File: src/rtl/core/hblm_pkg.sv
// Shared constants, state encoding and control structs for the heading-binned lift map.
package hblm_pkg;

    localparam int NUM_BINS_DEF = 36;

    localparam int HEAD_W = 12;
    localparam int LIFT_W = 16;
    localparam int RATE_W = 16;
    localparam int TIME_W = 32;
    localparam int FILT_W = 24;
    localparam int PEAK_W = 15;

    localparam int FULL_TURN = 3600;
    localparam int HALF_TURN = 1800;

    localparam logic signed [LIFT_W-1:0] LIFT_FLOOR = 16'sd1000;

    localparam int NUMER_W    = 27;
    localparam int MAG_W      = 26;
    localparam int DIV5_SHIFT = 29;
    localparam int RECIP5_W   = 27;
    localparam int PROD5_W    = MAG_W + RECIP5_W;
    localparam logic [RECIP5_W-1:0] DIV5_RECIP =
        RECIP5_W'(((64'd1 << DIV5_SHIFT) + 64'd4) / 64'd5);

    typedef enum logic [3:0] {
        ST_IDLE,
        ST_FILT_NUM,
        ST_FILT_MUL,
        ST_FILT_DIV,
        ST_WALK_MUL,
        ST_WALK_RD,
        ST_WALK_WR,
        ST_SCAN_RD,
        ST_SCAN_END,
        ST_EMIT_MUL,
        ST_EMIT_RD,
        ST_EMIT_OUT
    } state_t;

    typedef struct packed {
        logic load;
        logic clear;
        logic filt_direct;
        logic filt_num;
        logic filt_mul;
        logic filt_div;
        logic bin_mul;
        logic bin_rd;
        logic walk_wr;
        logic scan_init;
        logic scan_rd;
        logic scan_cmp;
        logic emit_init;
        logic out_load;
    } cmd_t;

    typedef struct packed {
        logic fix_ok;
        logic filt_zero;
        logic walk_more;
        logic walk_empty;
        logic scan_done;
        logic out_free;
        logic emit_last;
    } status_t;

endpackage

File: src/rtl/core/hblm_ctrl.sv
// Sequencer for filter update, bin walk, peak rescan and result emission.
module hblm_ctrl (
    input  logic             clk,
    input  logic             rst_n,
    input  logic             in_valid,
    output logic             in_stall,
    input  logic             action,
    input  hblm_pkg::status_t status,
    output hblm_pkg::cmd_t    cmd
);

    hblm_pkg::state_t state_reg;
    hblm_pkg::state_t state_next;

    always_ff @(posedge clk or negedge rst_n)
    begin
        if (!rst_n)
        begin
            state_reg <= hblm_pkg::ST_IDLE;
        end
        else
        begin
            state_reg <= state_next;
        end
    end

    always_comb
    begin
        state_next = state_reg;
        cmd        = '0;
        in_stall   = 1'b1;
        unique case (state_reg)
            hblm_pkg::ST_IDLE:
            begin
                in_stall = 1'b0;
                if (in_valid)
                begin
                    if (action)
                    begin
                        cmd.clear = 1'b1;
                    end
                    else if (status.fix_ok)
                    begin
                        cmd.load   = 1'b1;
                        state_next = hblm_pkg::ST_FILT_NUM;
                    end
                end
            end
            hblm_pkg::ST_FILT_NUM:
            begin
                if (status.filt_zero)
                begin
                    cmd.filt_direct = 1'b1;
                    state_next      = hblm_pkg::ST_WALK_MUL;
                end
                else
                begin
                    cmd.filt_num = 1'b1;
                    state_next   = hblm_pkg::ST_FILT_MUL;
                end
            end
            hblm_pkg::ST_FILT_MUL:
            begin
                cmd.filt_mul = 1'b1;
                state_next   = hblm_pkg::ST_FILT_DIV;
            end
            hblm_pkg::ST_FILT_DIV:
            begin
                cmd.filt_div = 1'b1;
                state_next   = hblm_pkg::ST_WALK_MUL;
            end
            hblm_pkg::ST_WALK_MUL:
            begin
                if (status.walk_more)
                begin
                    cmd.bin_mul = 1'b1;
                    state_next  = hblm_pkg::ST_WALK_RD;
                end
                else
                begin
                    cmd.scan_init = 1'b1;
                    state_next    = hblm_pkg::ST_SCAN_RD;
                end
            end
            hblm_pkg::ST_WALK_RD:
            begin
                cmd.bin_rd = 1'b1;
                state_next = hblm_pkg::ST_WALK_WR;
            end
            hblm_pkg::ST_WALK_WR:
            begin
                cmd.walk_wr = 1'b1;
                state_next  = hblm_pkg::ST_WALK_MUL;
            end
            hblm_pkg::ST_SCAN_RD:
            begin
                cmd.scan_rd  = 1'b1;
                cmd.scan_cmp = 1'b1;
                if (status.scan_done)
                begin
                    state_next = hblm_pkg::ST_SCAN_END;
                end
            end
            hblm_pkg::ST_SCAN_END:
            begin
                cmd.scan_cmp  = 1'b1;
                cmd.emit_init = 1'b1;
                state_next    = status.walk_empty ? hblm_pkg::ST_IDLE
                                                  : hblm_pkg::ST_EMIT_MUL;
            end
            hblm_pkg::ST_EMIT_MUL:
            begin
                cmd.bin_mul = 1'b1;
                state_next  = hblm_pkg::ST_EMIT_RD;
            end
            hblm_pkg::ST_EMIT_RD:
            begin
                cmd.bin_rd = 1'b1;
                state_next = hblm_pkg::ST_EMIT_OUT;
            end
            hblm_pkg::ST_EMIT_OUT:
            begin
                if (status.out_free)
                begin
                    cmd.out_load = 1'b1;
                    state_next   = status.emit_last ? hblm_pkg::ST_IDLE
                                                    : hblm_pkg::ST_EMIT_MUL;
                end
            end
            default:
            begin
                state_next = hblm_pkg::ST_IDLE;
            end
        endcase
    end

endmodule

File: src/rtl/core/hblm_dp.sv
// Datapath: fix registers, turn-rate filter, bin store, walk, peak scan and output register.
module hblm_dp #(
    parameter int NUM_BINS = hblm_pkg::NUM_BINS_DEF
) (
    input  logic                                  clk,
    input  logic                                  rst_n,
    input  logic                                  circling,
    input  logic        [hblm_pkg::TIME_W-1:0]    fix_time,
    input  logic signed [hblm_pkg::RATE_W-1:0]    turn_rate,
    input  logic        [hblm_pkg::HEAD_W-1:0]    heading,
    input  logic signed [hblm_pkg::LIFT_W-1:0]    lift,
    input  hblm_pkg::cmd_t                        cmd,
    output hblm_pkg::status_t                     status,
    output logic                                  out_valid,
    input  logic                                  out_stall,
    output logic        [$clog2(NUM_BINS)-1:0]    bin_index,
    output logic signed [hblm_pkg::LIFT_W-1:0]    bin_lift,
    output logic        [hblm_pkg::PEAK_W-1:0]    lift_peak,
    output logic                                  left_turn,
    output logic                                  last
);

    localparam int HEAD_W      = hblm_pkg::HEAD_W;
    localparam int LIFT_W      = hblm_pkg::LIFT_W;
    localparam int FILT_W      = hblm_pkg::FILT_W;
    localparam int BIN_W       = hblm_pkg::FULL_TURN / NUM_BINS;
    localparam int IDX_W       = $clog2(NUM_BINS);
    localparam int WALK_MAX    = hblm_pkg::HALF_TURN / BIN_W + 1;
    localparam int CNT_W       = $clog2(WALK_MAX + 1);
    localparam int BIN_SHIFT   = HEAD_W + $clog2(BIN_W);
    localparam int BIN_RECIP_W = HEAD_W + 2;
    localparam int BIN_PROD_W  = HEAD_W + BIN_RECIP_W;
    localparam int Q_W         = BIN_PROD_W - BIN_SHIFT;
    localparam logic [BIN_RECIP_W-1:0] BIN_RECIP =
        BIN_RECIP_W'(((64'd1 << BIN_SHIFT) + 64'(BIN_W) - 64'd1) / 64'(BIN_W));
    localparam logic [HEAD_W-1:0] FULL_H   = HEAD_W'(hblm_pkg::FULL_TURN);
    localparam logic [HEAD_W-1:0] BIN_W_H  = HEAD_W'(BIN_W);
    localparam logic [HEAD_W-1:0] HALF_BIN = HEAD_W'(BIN_W / 2);
    localparam logic signed [HEAD_W:0] FULL_S = (HEAD_W + 1)'(hblm_pkg::FULL_TURN);
    localparam logic signed [HEAD_W:0] HALF_S = (HEAD_W + 1)'(hblm_pkg::HALF_TURN);

    // persistent state
    logic signed [FILT_W-1:0]          filt_reg;
    logic        [hblm_pkg::TIME_W-1:0] prev_time_reg;
    logic        [HEAD_W-1:0]          prev_heading_reg;
    logic                              prev_valid_reg;
    logic signed [LIFT_W-1:0]          peak_reg;
    logic        [NUM_BINS-1:0]        bin_valid_reg;
    logic signed [LIFT_W-1:0]          mem [NUM_BINS];

    // per-fix registers
    logic signed [hblm_pkg::RATE_W-1:0] rate_reg;
    logic        [HEAD_W-1:0]           heading_reg;
    logic signed [LIFT_W-1:0]           lift_reg;
    logic        [HEAD_W-1:0]           h_start_reg;
    logic        [HEAD_W-1:0]           h_reg;
    logic                               first_reg;
    logic        [CNT_W-1:0]            n_reg;
    logic        [CNT_W-1:0]            k_reg;
    logic        [hblm_pkg::MAG_W-1:0]  mag_reg;
    logic                               neg_reg;
    logic        [hblm_pkg::PROD5_W-1:0] prod5_reg;
    logic        [BIN_PROD_W-1:0]       bin_prod_reg;
    logic        [IDX_W-1:0]            idx_reg;
    logic signed [LIFT_W-1:0]           rd_data_reg;
    logic                               rd_valid_reg;
    logic        [IDX_W-1:0]            scan_cnt_reg;
    logic                               scan_pend_reg;

    // output register
    logic                               out_valid_reg;
    logic        [IDX_W-1:0]            bin_index_reg;
    logic signed [LIFT_W-1:0]           bin_lift_reg;
    logic        [hblm_pkg::PEAK_W-1:0] lift_peak_reg;
    logic                               left_reg;
    logic                               last_reg;

    logic        [HEAD_W-1:0]           heading_red;
    logic signed [hblm_pkg::NUMER_W-1:0] filt_x4;
    logic signed [hblm_pkg::NUMER_W-1:0] rate_x256;
    logic signed [hblm_pkg::NUMER_W-1:0] numer;
    logic signed [hblm_pkg::NUMER_W-1:0] numer_adj;
    logic        [FILT_W-1:0]           quot5;
    logic                               left;
    logic signed [HEAD_W:0]             d_raw;
    logic signed [HEAD_W:0]             d_wrap;
    logic                               dir_ok;
    logic        [HEAD_W:0]             h_up_sum;
    logic        [HEAD_W-1:0]           h_up;
    logic        [HEAD_W-1:0]           h_dn;
    logic        [HEAD_W-1:0]           h_step;
    logic        [Q_W-1:0]              bin_q;
    logic        [IDX_W-1:0]            bin_idx;
    logic        [IDX_W-1:0]            rd_addr;
    logic signed [LIFT_W-1:0]           rd_val;
    logic signed [LIFT_W:0]             avg_sum;
    logic signed [LIFT_W-1:0]           wr_val;

    assign heading_red = (heading >= FULL_H) ? heading - FULL_H : heading;

    assign filt_x4   = {filt_reg[FILT_W-1], filt_reg, 2'b00};
    assign rate_x256 = {{3{rate_reg[hblm_pkg::RATE_W-1]}}, rate_reg, 8'h00};
    assign numer     = filt_x4 + rate_x256;
    assign numer_adj = numer[hblm_pkg::NUMER_W-1] ? (-numer + 27'sd4) : numer;
    assign quot5     = prod5_reg[hblm_pkg::PROD5_W-1:hblm_pkg::DIV5_SHIFT];

    assign left = filt_reg[FILT_W-1];

    assign d_raw  = $signed({1'b0, heading_reg}) - $signed({1'b0, h_reg});
    always_comb
    begin
        if (d_raw > HALF_S)
        begin
            d_wrap = d_raw - FULL_S;
        end
        else if (d_raw <= -HALF_S)
        begin
            d_wrap = d_raw + FULL_S;
        end
        else
        begin
            d_wrap = d_raw;
        end
    end
    assign dir_ok = left ? (d_wrap < 0) : (d_wrap >= 0);

    assign h_up_sum = {1'b0, h_reg} + {1'b0, BIN_W_H};
    assign h_up     = (h_up_sum >= {1'b0, FULL_H}) ? HEAD_W'(h_up_sum - {1'b0, FULL_H})
                                                   : h_up_sum[HEAD_W-1:0];
    assign h_dn     = (h_reg >= BIN_W_H) ? h_reg - BIN_W_H : h_reg + (FULL_H - BIN_W_H);
    assign h_step   = left ? h_dn : h_up;

    assign bin_q   = bin_prod_reg[BIN_PROD_W-1:BIN_SHIFT];
    assign bin_idx = (bin_q > Q_W'(NUM_BINS - 1)) ? IDX_W'(NUM_BINS - 1) : bin_q[IDX_W-1:0];
    assign rd_addr = cmd.scan_rd ? scan_cnt_reg : bin_idx;

    assign rd_val  = rd_valid_reg ? rd_data_reg : '0;
    assign avg_sum = {rd_val[LIFT_W-1], rd_val} + {lift_reg[LIFT_W-1], lift_reg};
    assign wr_val  = (first_reg || rd_val == '0) ? lift_reg : avg_sum[LIFT_W:1];

    always_comb
    begin
        status            = '0;
        status.fix_ok     = circling && (fix_time > prev_time_reg);
        status.filt_zero  = (filt_reg == '0);
        status.walk_more  = first_reg ? (n_reg == '0)
                                      : ((n_reg < CNT_W'(WALK_MAX)) && dir_ok);
        status.walk_empty = (n_reg == '0);
        status.scan_done  = (scan_cnt_reg == IDX_W'(NUM_BINS - 1));
        status.out_free   = !out_valid_reg || !out_stall;
        status.emit_last  = (CNT_W'(k_reg + 1'b1) == n_reg);
    end

    always_ff @(posedge clk or negedge rst_n)
    begin
        if (!rst_n)
        begin
            filt_reg         <= '0;
            prev_time_reg    <= '0;
            prev_heading_reg <= '0;
            prev_valid_reg   <= 1'b0;
            peak_reg         <= hblm_pkg::LIFT_FLOOR;
            bin_valid_reg    <= '0;
            first_reg        <= 1'b0;
            n_reg            <= '0;
            k_reg            <= '0;
            rd_valid_reg     <= 1'b0;
            scan_cnt_reg     <= '0;
            scan_pend_reg    <= 1'b0;
            out_valid_reg    <= 1'b0;
        end
        else
        begin
            if (cmd.clear)
            begin
                filt_reg      <= '0;
                peak_reg      <= hblm_pkg::LIFT_FLOOR;
                bin_valid_reg <= '0;
            end
            if (cmd.load)
            begin
                prev_time_reg    <= fix_time;
                prev_heading_reg <= heading_red;
                prev_valid_reg   <= 1'b1;
                first_reg        <= !prev_valid_reg;
                n_reg            <= '0;
            end
            if (cmd.filt_direct)
            begin
                filt_reg <= {rate_reg, 8'h00};
            end
            if (cmd.filt_div)
            begin
                filt_reg <= neg_reg ? -$signed(quot5) : $signed(quot5);
            end
            if (cmd.bin_rd || cmd.scan_rd)
            begin
                rd_valid_reg <= bin_valid_reg[rd_addr];
            end
            if (cmd.walk_wr)
            begin
                bin_valid_reg[idx_reg] <= 1'b1;
                n_reg                  <= n_reg + 1'b1;
            end
            if (cmd.scan_init)
            begin
                peak_reg      <= hblm_pkg::LIFT_FLOOR;
                scan_cnt_reg  <= '0;
                scan_pend_reg <= 1'b0;
            end
            if (cmd.scan_rd)
            begin
                scan_cnt_reg  <= scan_cnt_reg + 1'b1;
                scan_pend_reg <= 1'b1;
            end
            if (cmd.scan_cmp && scan_pend_reg && (rd_val > peak_reg))
            begin
                peak_reg <= rd_val;
            end
            if (cmd.emit_init)
            begin
                k_reg <= '0;
            end
            if (cmd.out_load)
            begin
                k_reg         <= k_reg + 1'b1;
                out_valid_reg <= 1'b1;
            end
            else if (!out_stall)
            begin
                out_valid_reg <= 1'b0;
            end
        end
    end

    always_ff @(posedge clk)
    begin
        if (cmd.load)
        begin
            rate_reg    <= turn_rate;
            heading_reg <= heading_red;
            lift_reg    <= lift;
            h_start_reg <= prev_valid_reg ? prev_heading_reg : heading_red;
            h_reg       <= prev_valid_reg ? prev_heading_reg : heading_red;
        end
        if (cmd.filt_num)
        begin
            mag_reg <= hblm_pkg::MAG_W'(numer_adj);
            neg_reg <= numer[hblm_pkg::NUMER_W-1];
        end
        if (cmd.filt_mul)
        begin
            prod5_reg <= hblm_pkg::PROD5_W'(mag_reg) * hblm_pkg::PROD5_W'(hblm_pkg::DIV5_RECIP);
        end
        if (cmd.bin_mul)
        begin
            bin_prod_reg <= BIN_PROD_W'(h_reg + HALF_BIN) * BIN_PROD_W'(BIN_RECIP);
        end
        if (cmd.bin_rd)
        begin
            idx_reg <= bin_idx;
        end
        if (cmd.bin_rd || cmd.scan_rd)
        begin
            rd_data_reg <= mem[rd_addr];
        end
        if (cmd.walk_wr)
        begin
            mem[idx_reg] <= wr_val;
            h_reg        <= h_step;
        end
        if (cmd.emit_init)
        begin
            h_reg <= h_start_reg;
        end
        if (cmd.out_load)
        begin
            h_reg         <= h_step;
            bin_index_reg <= idx_reg;
            bin_lift_reg  <= rd_val;
            lift_peak_reg <= peak_reg[hblm_pkg::PEAK_W-1:0];
            left_reg      <= left;
            last_reg      <= status.emit_last;
        end
    end

    assign out_valid = out_valid_reg;
    assign bin_index = bin_index_reg;
    assign bin_lift  = bin_lift_reg;
    assign lift_peak = lift_peak_reg;
    assign left_turn = left_reg;
    assign last      = last_reg;

    a_no_overwrite: assert property (@(posedge clk) disable iff (!rst_n)
        cmd.out_load |-> (!out_valid_reg || !out_stall))
        else $error("output register overwritten while stalled");

    a_walk_bound: assert property (@(posedge clk) disable iff (!rst_n)
        cmd.walk_wr |-> (n_reg < CNT_W'(WALK_MAX)))
        else $error("bin walk exceeded its length bound");

    a_emit_count: assert property (@(posedge clk) disable iff (!rst_n)
        cmd.out_load |-> (k_reg < n_reg))
        else $error("more transactions emitted than bins written");

    a_peak_floor: assert property (@(posedge clk) disable iff (!rst_n)
        (cmd.scan_cmp && scan_pend_reg) |=> (peak_reg >= hblm_pkg::LIFT_FLOOR))
        else $error("peak lift fell below floor");

endmodule

File: src/rtl/core/heading_binned_lift_map_core.sv
// Top level of the heading-binned lift map: controller plus datapath.
//
// Input channel (in_valid / in_stall) carries one fix per transaction:
// action, circling, fix_time, turn_rate, heading, lift. A fix is taken only
// while the block is idle; a clear (action = 1) or a rejected fix finishes
// in the cycle it is taken and produces nothing.
// Output channel (out_valid / out_stall) carries one transaction per bin
// written by the fix: bin_index, bin_lift, lift_peak, left_turn, last.
// An accepted fix writes N bins (N up to 19 at 36 bins) and is handled in
// steps: a read-modify-write of the single-port bin store per written bin,
// one store read per bin in the peak rescan, and a replay of the walk that
// presents each result. The first result appears after the rescan.
// The output register holds a result while out_stall is high; the
// sequencer waits on it and resumes when the slot frees.
// Reset empties the bin store (valid bits), zeros the filter and sets the
// previous fix as absent; the block is ready on the first cycle after it.
module heading_binned_lift_map_core #(
    parameter int NUM_BINS = hblm_pkg::NUM_BINS_DEF
) (
    input  logic                                  clk,
    input  logic                                  rst_n,
    input  logic                                  in_valid,
    output logic                                  in_stall,
    input  logic                                  action,
    input  logic                                  circling,
    input  logic        [hblm_pkg::TIME_W-1:0]    fix_time,
    input  logic signed [hblm_pkg::RATE_W-1:0]    turn_rate,
    input  logic        [hblm_pkg::HEAD_W-1:0]    heading,
    input  logic signed [hblm_pkg::LIFT_W-1:0]    lift,
    output logic                                  out_valid,
    input  logic                                  out_stall,
    output logic        [$clog2(NUM_BINS)-1:0]    bin_index,
    output logic signed [hblm_pkg::LIFT_W-1:0]    bin_lift,
    output logic        [hblm_pkg::PEAK_W-1:0]    lift_peak,
    output logic                                  left_turn,
    output logic                                  last
);

    hblm_pkg::cmd_t    cmd;
    hblm_pkg::status_t status;

    hblm_ctrl u_ctrl (
        .clk      (clk),
        .rst_n    (rst_n),
        .in_valid (in_valid),
        .in_stall (in_stall),
        .action   (action),
        .status   (status),
        .cmd      (cmd)
    );

    hblm_dp #(
        .NUM_BINS (NUM_BINS)
    ) u_dp (
        .clk       (clk),
        .rst_n     (rst_n),
        .circling  (circling),
        .fix_time  (fix_time),
        .turn_rate (turn_rate),
        .heading   (heading),
        .lift      (lift),
        .cmd       (cmd),
        .status    (status),
        .out_valid (out_valid),
        .out_stall (out_stall),
        .bin_index (bin_index),
        .bin_lift  (bin_lift),
        .lift_peak (lift_peak),
        .left_turn (left_turn),
        .last      (last)
    );

endmodule

File: config.mk
export PLATFORM = sky130hd
export DESIGN_NAME = heading_binned_lift_map_core
export DESIGN_NICKNAME = d
export VERILOG_FILES = /design/src/rtl/core/hblm_pkg.sv /design/src/rtl/core/hblm_ctrl.sv /design/src/rtl/core/hblm_dp.sv /design/src/rtl/core/heading_binned_lift_map_core.sv
export SDC_FILE = /design/constraint.sdc
export NUM_CORES = 2
export LEC_CHECK = 0
export ABC_AREA = 1
export ABC_CLOCK_PERIOD_IN_PS = 6800
export BUFFER_PORTS_ARGS = -buffer_cell sky130_fd_sc_hd__buf_2
export CAP_MARGIN = 10
export CORE_MARGIN = 5
export CORE_UTILIZATION = 62
export CTS_BUF_LIST = sky130_fd_sc_hd__clkbuf_4
export DETAILED_ROUTE_END_ITERATION = 7
export PLACE_DENSITY_LB_ADDON = 0.25
export SLEW_MARGIN = 30
export SYNTH_ARGS = -nofsm -noshare
export SYNTH_HDL_FRONTEND = slang
export SYNTH_SLANG_ARGS = --single-unit
File: constraint.sdc
create_clock -name clk -period 6.8 [get_ports clk]
set_clock_uncertainty 0.1 [all_clocks]
set_input_delay 0.68 -clock clk [delete_from_list [all_inputs] [get_ports clk]]
set_output_delay 0.68 -clock clk [all_outputs]
set_load 0.005 [all_outputs]
==> results.py <==
metrics = {
    "clock_network": {
        "cts_tree": "built",
        "clkSlewWorstSetupHoldPaths_ns": 0.07,
        "cts_root_buf": "clkbuf_4",
        "h-tree-depth": 4,
        "insertion_delay_ns": 1.16,
        "cts_sinks": 906,
        "numCtsBuffers": 224,
        "clock_path_buffers": 3,
    },
    "yosys": {
        "netlist.area_leader.share_pct": 42.7,
        "synth-edff-count": 761,
        "synth.largest_area_cell": "edfxtp_1",
        "ys_seq_elements": 906,
        "async_flop_share_pct": 16.0,
        "syn_area_um2": 53600,
        "syn_inst": 5274,
        "synth_area_leaders": "edfxtp_1 43%, ha_1 9.4%, fa_1 8.9%",
        "synth.yosys.warnings": 0,
        "avgSynthCellArea_um2": 10.2,
        "syn-num-nets": 5995,
        "yosysSeqAreaShare_pct": 49.5,
        "ys_types": 65,
        "synth-main-ff-cell": "edfxtp_1",
    },
    "sta": {
        "fin_crit_sh_pct": 95.3,
        "tightest_slew_ns": 0.996,
        "rsz0062_at_grt": "no",
        "drv_slew": 0,
        "fin_crit_ns": 6.48,
        "setup_viol": 0,
        "fmax_mhz": 154,
        "relSlewSlack_pct": 33.6,
        "tns_ns": 0,
        "finalHoldViolations": 0,
    },
    "floorplan": {
        "fp.dieW_um": 304,
        "core_area_um2": 85400,
        "die_y_um": 304,
        "core.rowCount": 107,
        "io_pins": 123,
        "start_util_pct": 62.7,
        "fp.dieArea_um2": 92400,
    },
    "layout": {
        "area_growth_syn_to_layout_pct": 10.9,
        "fin_nets": 6345,
        "largest_reg_flops": 576,
        "fill_cells": 6356,
        "drive_above_1_share_pct": 11.3,
    },
    "global_route": {
        "grt_max_degree": 172,
        "antenna_found_initial": 4,
        "grt_use_met2_pct": 48.8,
        "grt.busiest_layer": "met2",
        "grt_pass1_vias": 40100,
        "grt_pass1_wl_um": 220000,
        "grt_use_met3_pct": 5.30,
        "grt_use_total_pct": 30.3,
        "overflow": 0,
        "grtUsageMet1_pct": 39.5,
    },
    "placement": {
        "dpl.hpwl_um": 98000,
        "portBuffers": 122,
        "gp_congestion": 0.999,
    },
    "setup_path": {
        "worst_path_max_delay_cell": "fa_1",
        "critical_path.max_stage_delay_ns": 0.57,
        "r2r-end": "u_dp.prod5_reg[49]",
        "end_kind": "flip-flop",
        "path_depth": 24,
        "cp.required_ns": 7.58,
        "cp_cell_sequence": "ha_1 > fa_1 > inv_1 > fa_1 > fa_1 > inv_1 > fa_1 > inv_1 > fa_1 > inv_1 > fa_1 > inv_1 > ha_1 > nand2_1 > nor2_1 > nand2_1 > inv_1 > nand3_1 > o211ai_1 > nand3_1 > nand2_1 > a21oi_1 > o21ai_0 > xor2_1",
        "ff2ff_setup_slack_ns": 0.32,
        "start_kind": "flip-flop",
        "crit_buf_inv": 6,
        "critical_path.max_fanout": 4,
        "r2r_cells": 24,
        "path_class": "reg2reg",
        "r2r_start": "u_dp.mag_reg[10]",
        "cp.arrival_ns": 7.26,
        "critPathTopFamily": "adder cells",
    },
    "route": {
        "via_count": 40400,
        "wl_um": 142000,
        "drc": 0,
        "drt_iter0_drc": 4233,
        "drt-pass1-iter-count": 6,
        "ant_nets": 0,
        "viasPerCell": 5.81,
        "wl_per_cell_um": 20.4,
    },
    "hold_path": {
        "hold_path_end": "u_dp.bin_valid_reg[34]",
        "hp-start": "in_valid",
        "hp-class": "in2reg",
        "worstHoldPathCells": 5,
    },
    "status": {
        "status": "complete, no violations",
    },
    "job": {
        "maxCapViolCount": 0,
    },
}
## cells by family (layout without fill, tap and decap cells)
| kind of cell | Yosys count | after routing | synth area share (%) |
|---|---|---|---|
| other | 0 | 8 | 0 |
| AND/OR/NAND/NOR | 1784 | 1784 | 13.9 |
| buffers and inverters | 910 | 1429 | 6.69 |
| adder cells (fa/ha/maj) | 639 | 639 | 18.3 |
| flip-flops | 906 | 906 | 49.5 |
| AO/OA/AOI/OAI | 922 | 922 | 9.80 |
| XOR/XNOR | 113 | 113 | 1.86 |
## tightest hold or removal path, cell delays in order
cell     delay [ns]
buf_2          0.10
nand3_1        0.13
buf_4          0.27
nand2_1        0.09
o21ai_0        0.07
## repair_timing
action                                  in CTS  in global routing
endpoints found under the setup margin       0                  2
buffers inserted                             0                  0
gates resized for setup                      0                  3
hold buffers                                85                  0
hold endpoints to repair                   152                  0
## metal layers
metal | share of wire, % | routed length (µm)
met2 | 47 | 66100
met5 | 0.020 | 29
met4 | 5.7 | 8000
met3 | 8.3 | 11800
met1 | 39 | 55600
## layout make-up
cell class	count	area, µm²	share of cell area [%]
antenna	8	20.0	0.0337
sequential	906	26500	44.6
timing repair buffer	292	2150	3.62
inverter	742	2800	4.71
clock inverter	63	433	0.729
multi-input combinational	3458	23600	39.7
clock buffer	332	2490	4.19
tap	1144	1430	2.41
## cells in the final DEF (no fill, tap or decap), types with 11 or more instances in the layout
master         count
o21ai_2           16
xor2_1            87
nor2_1           509
or2_2             20
nor4_1            15
dlygate4sd3_1     85
o21ai_0          453
o21ai_1           17
o221ai_1          38
o21a_1            11
nor3_1            32
inv_1            724
dfrtp_1          139
o22ai_1           84
edfxtp_1         761
a31oi_1           16
nand3_1          253
ha_1             402
nand2_1          844
nand4_1           66
clkbuf_4         332
xnor2_1           25
fa_1             237
o211ai_1          44
a21oi_1          177
buf_4             82
clkinv_1          45
buf_2            121
## stage by stage
| stage | instance area (µm²) | hold WS, ns | cells | setup WS [ns] | util (%) |
|---|---|---|---|---|---|
| after global placement | 55600 | 0.361 | 6456 | 0.316 | 65.1 |
| final | 59400 | 0.135 | 6945 | 0.322 | 69.6 |
| after floorplan | 53600 | 0.284 | 5274 | 0.743 | - |
| after detailed placement | 55600 | 0.368 | 6456 | 0.314 | 65.1 |
| after global routing | 59400 | 0.119 | 6941 | 0.00954 | 69.5 |
| after CTS | 59300 | 0.0684 | 6936 | 0.339 | 69.5 |
## cell usage after synthesis, types with 25 or more instances
| library cell | count |
|---|---|
| a21oi_1 | 178 |
| buf_2 | 59 |
| clkbuf_1 | 85 |
| dfrtp_1 | 139 |
| edfxtp_1 | 761 |
| fa_1 | 237 |
| ha_1 | 402 |
| inv_1 | 725 |
| nand2_1 | 844 |
| nand3_1 | 253 |
| nand4_1 | 66 |
| nor2_1 | 510 |
| nor3_1 | 33 |
| o211ai_1 | 44 |
| o21ai_0 | 466 |
| o221ai_1 | 38 |
| o22ai_1 | 84 |
| xnor2_1 | 25 |
| xor2_1 | 87 |
## worst max-delay path by stage
stage	startpoint	end	slack, ns
final	u_dp.mag_reg[10]	u_dp.prod5_reg[49]	0.32
after global routing	u_dp.mag_reg[15]	u_dp.prod5_reg[51]	0.01
after CTS	u_dp.mag_reg[15]	u_dp.prod5_reg[51]	0.34
after detailed placement	u_dp.mag_reg[15]	u_dp.prod5_reg[51]	0.31
after global placement	u_dp.mag_reg[15]	u_dp.prod5_reg[51]	0.32
after floorplan	u_dp.mag_reg[9]	u_dp.prod5_reg[49]	0.74
Power is left out: the tool's default activity adds up to more than one toggle a clock period on the data nets, which glitch-free logic cannot reach.
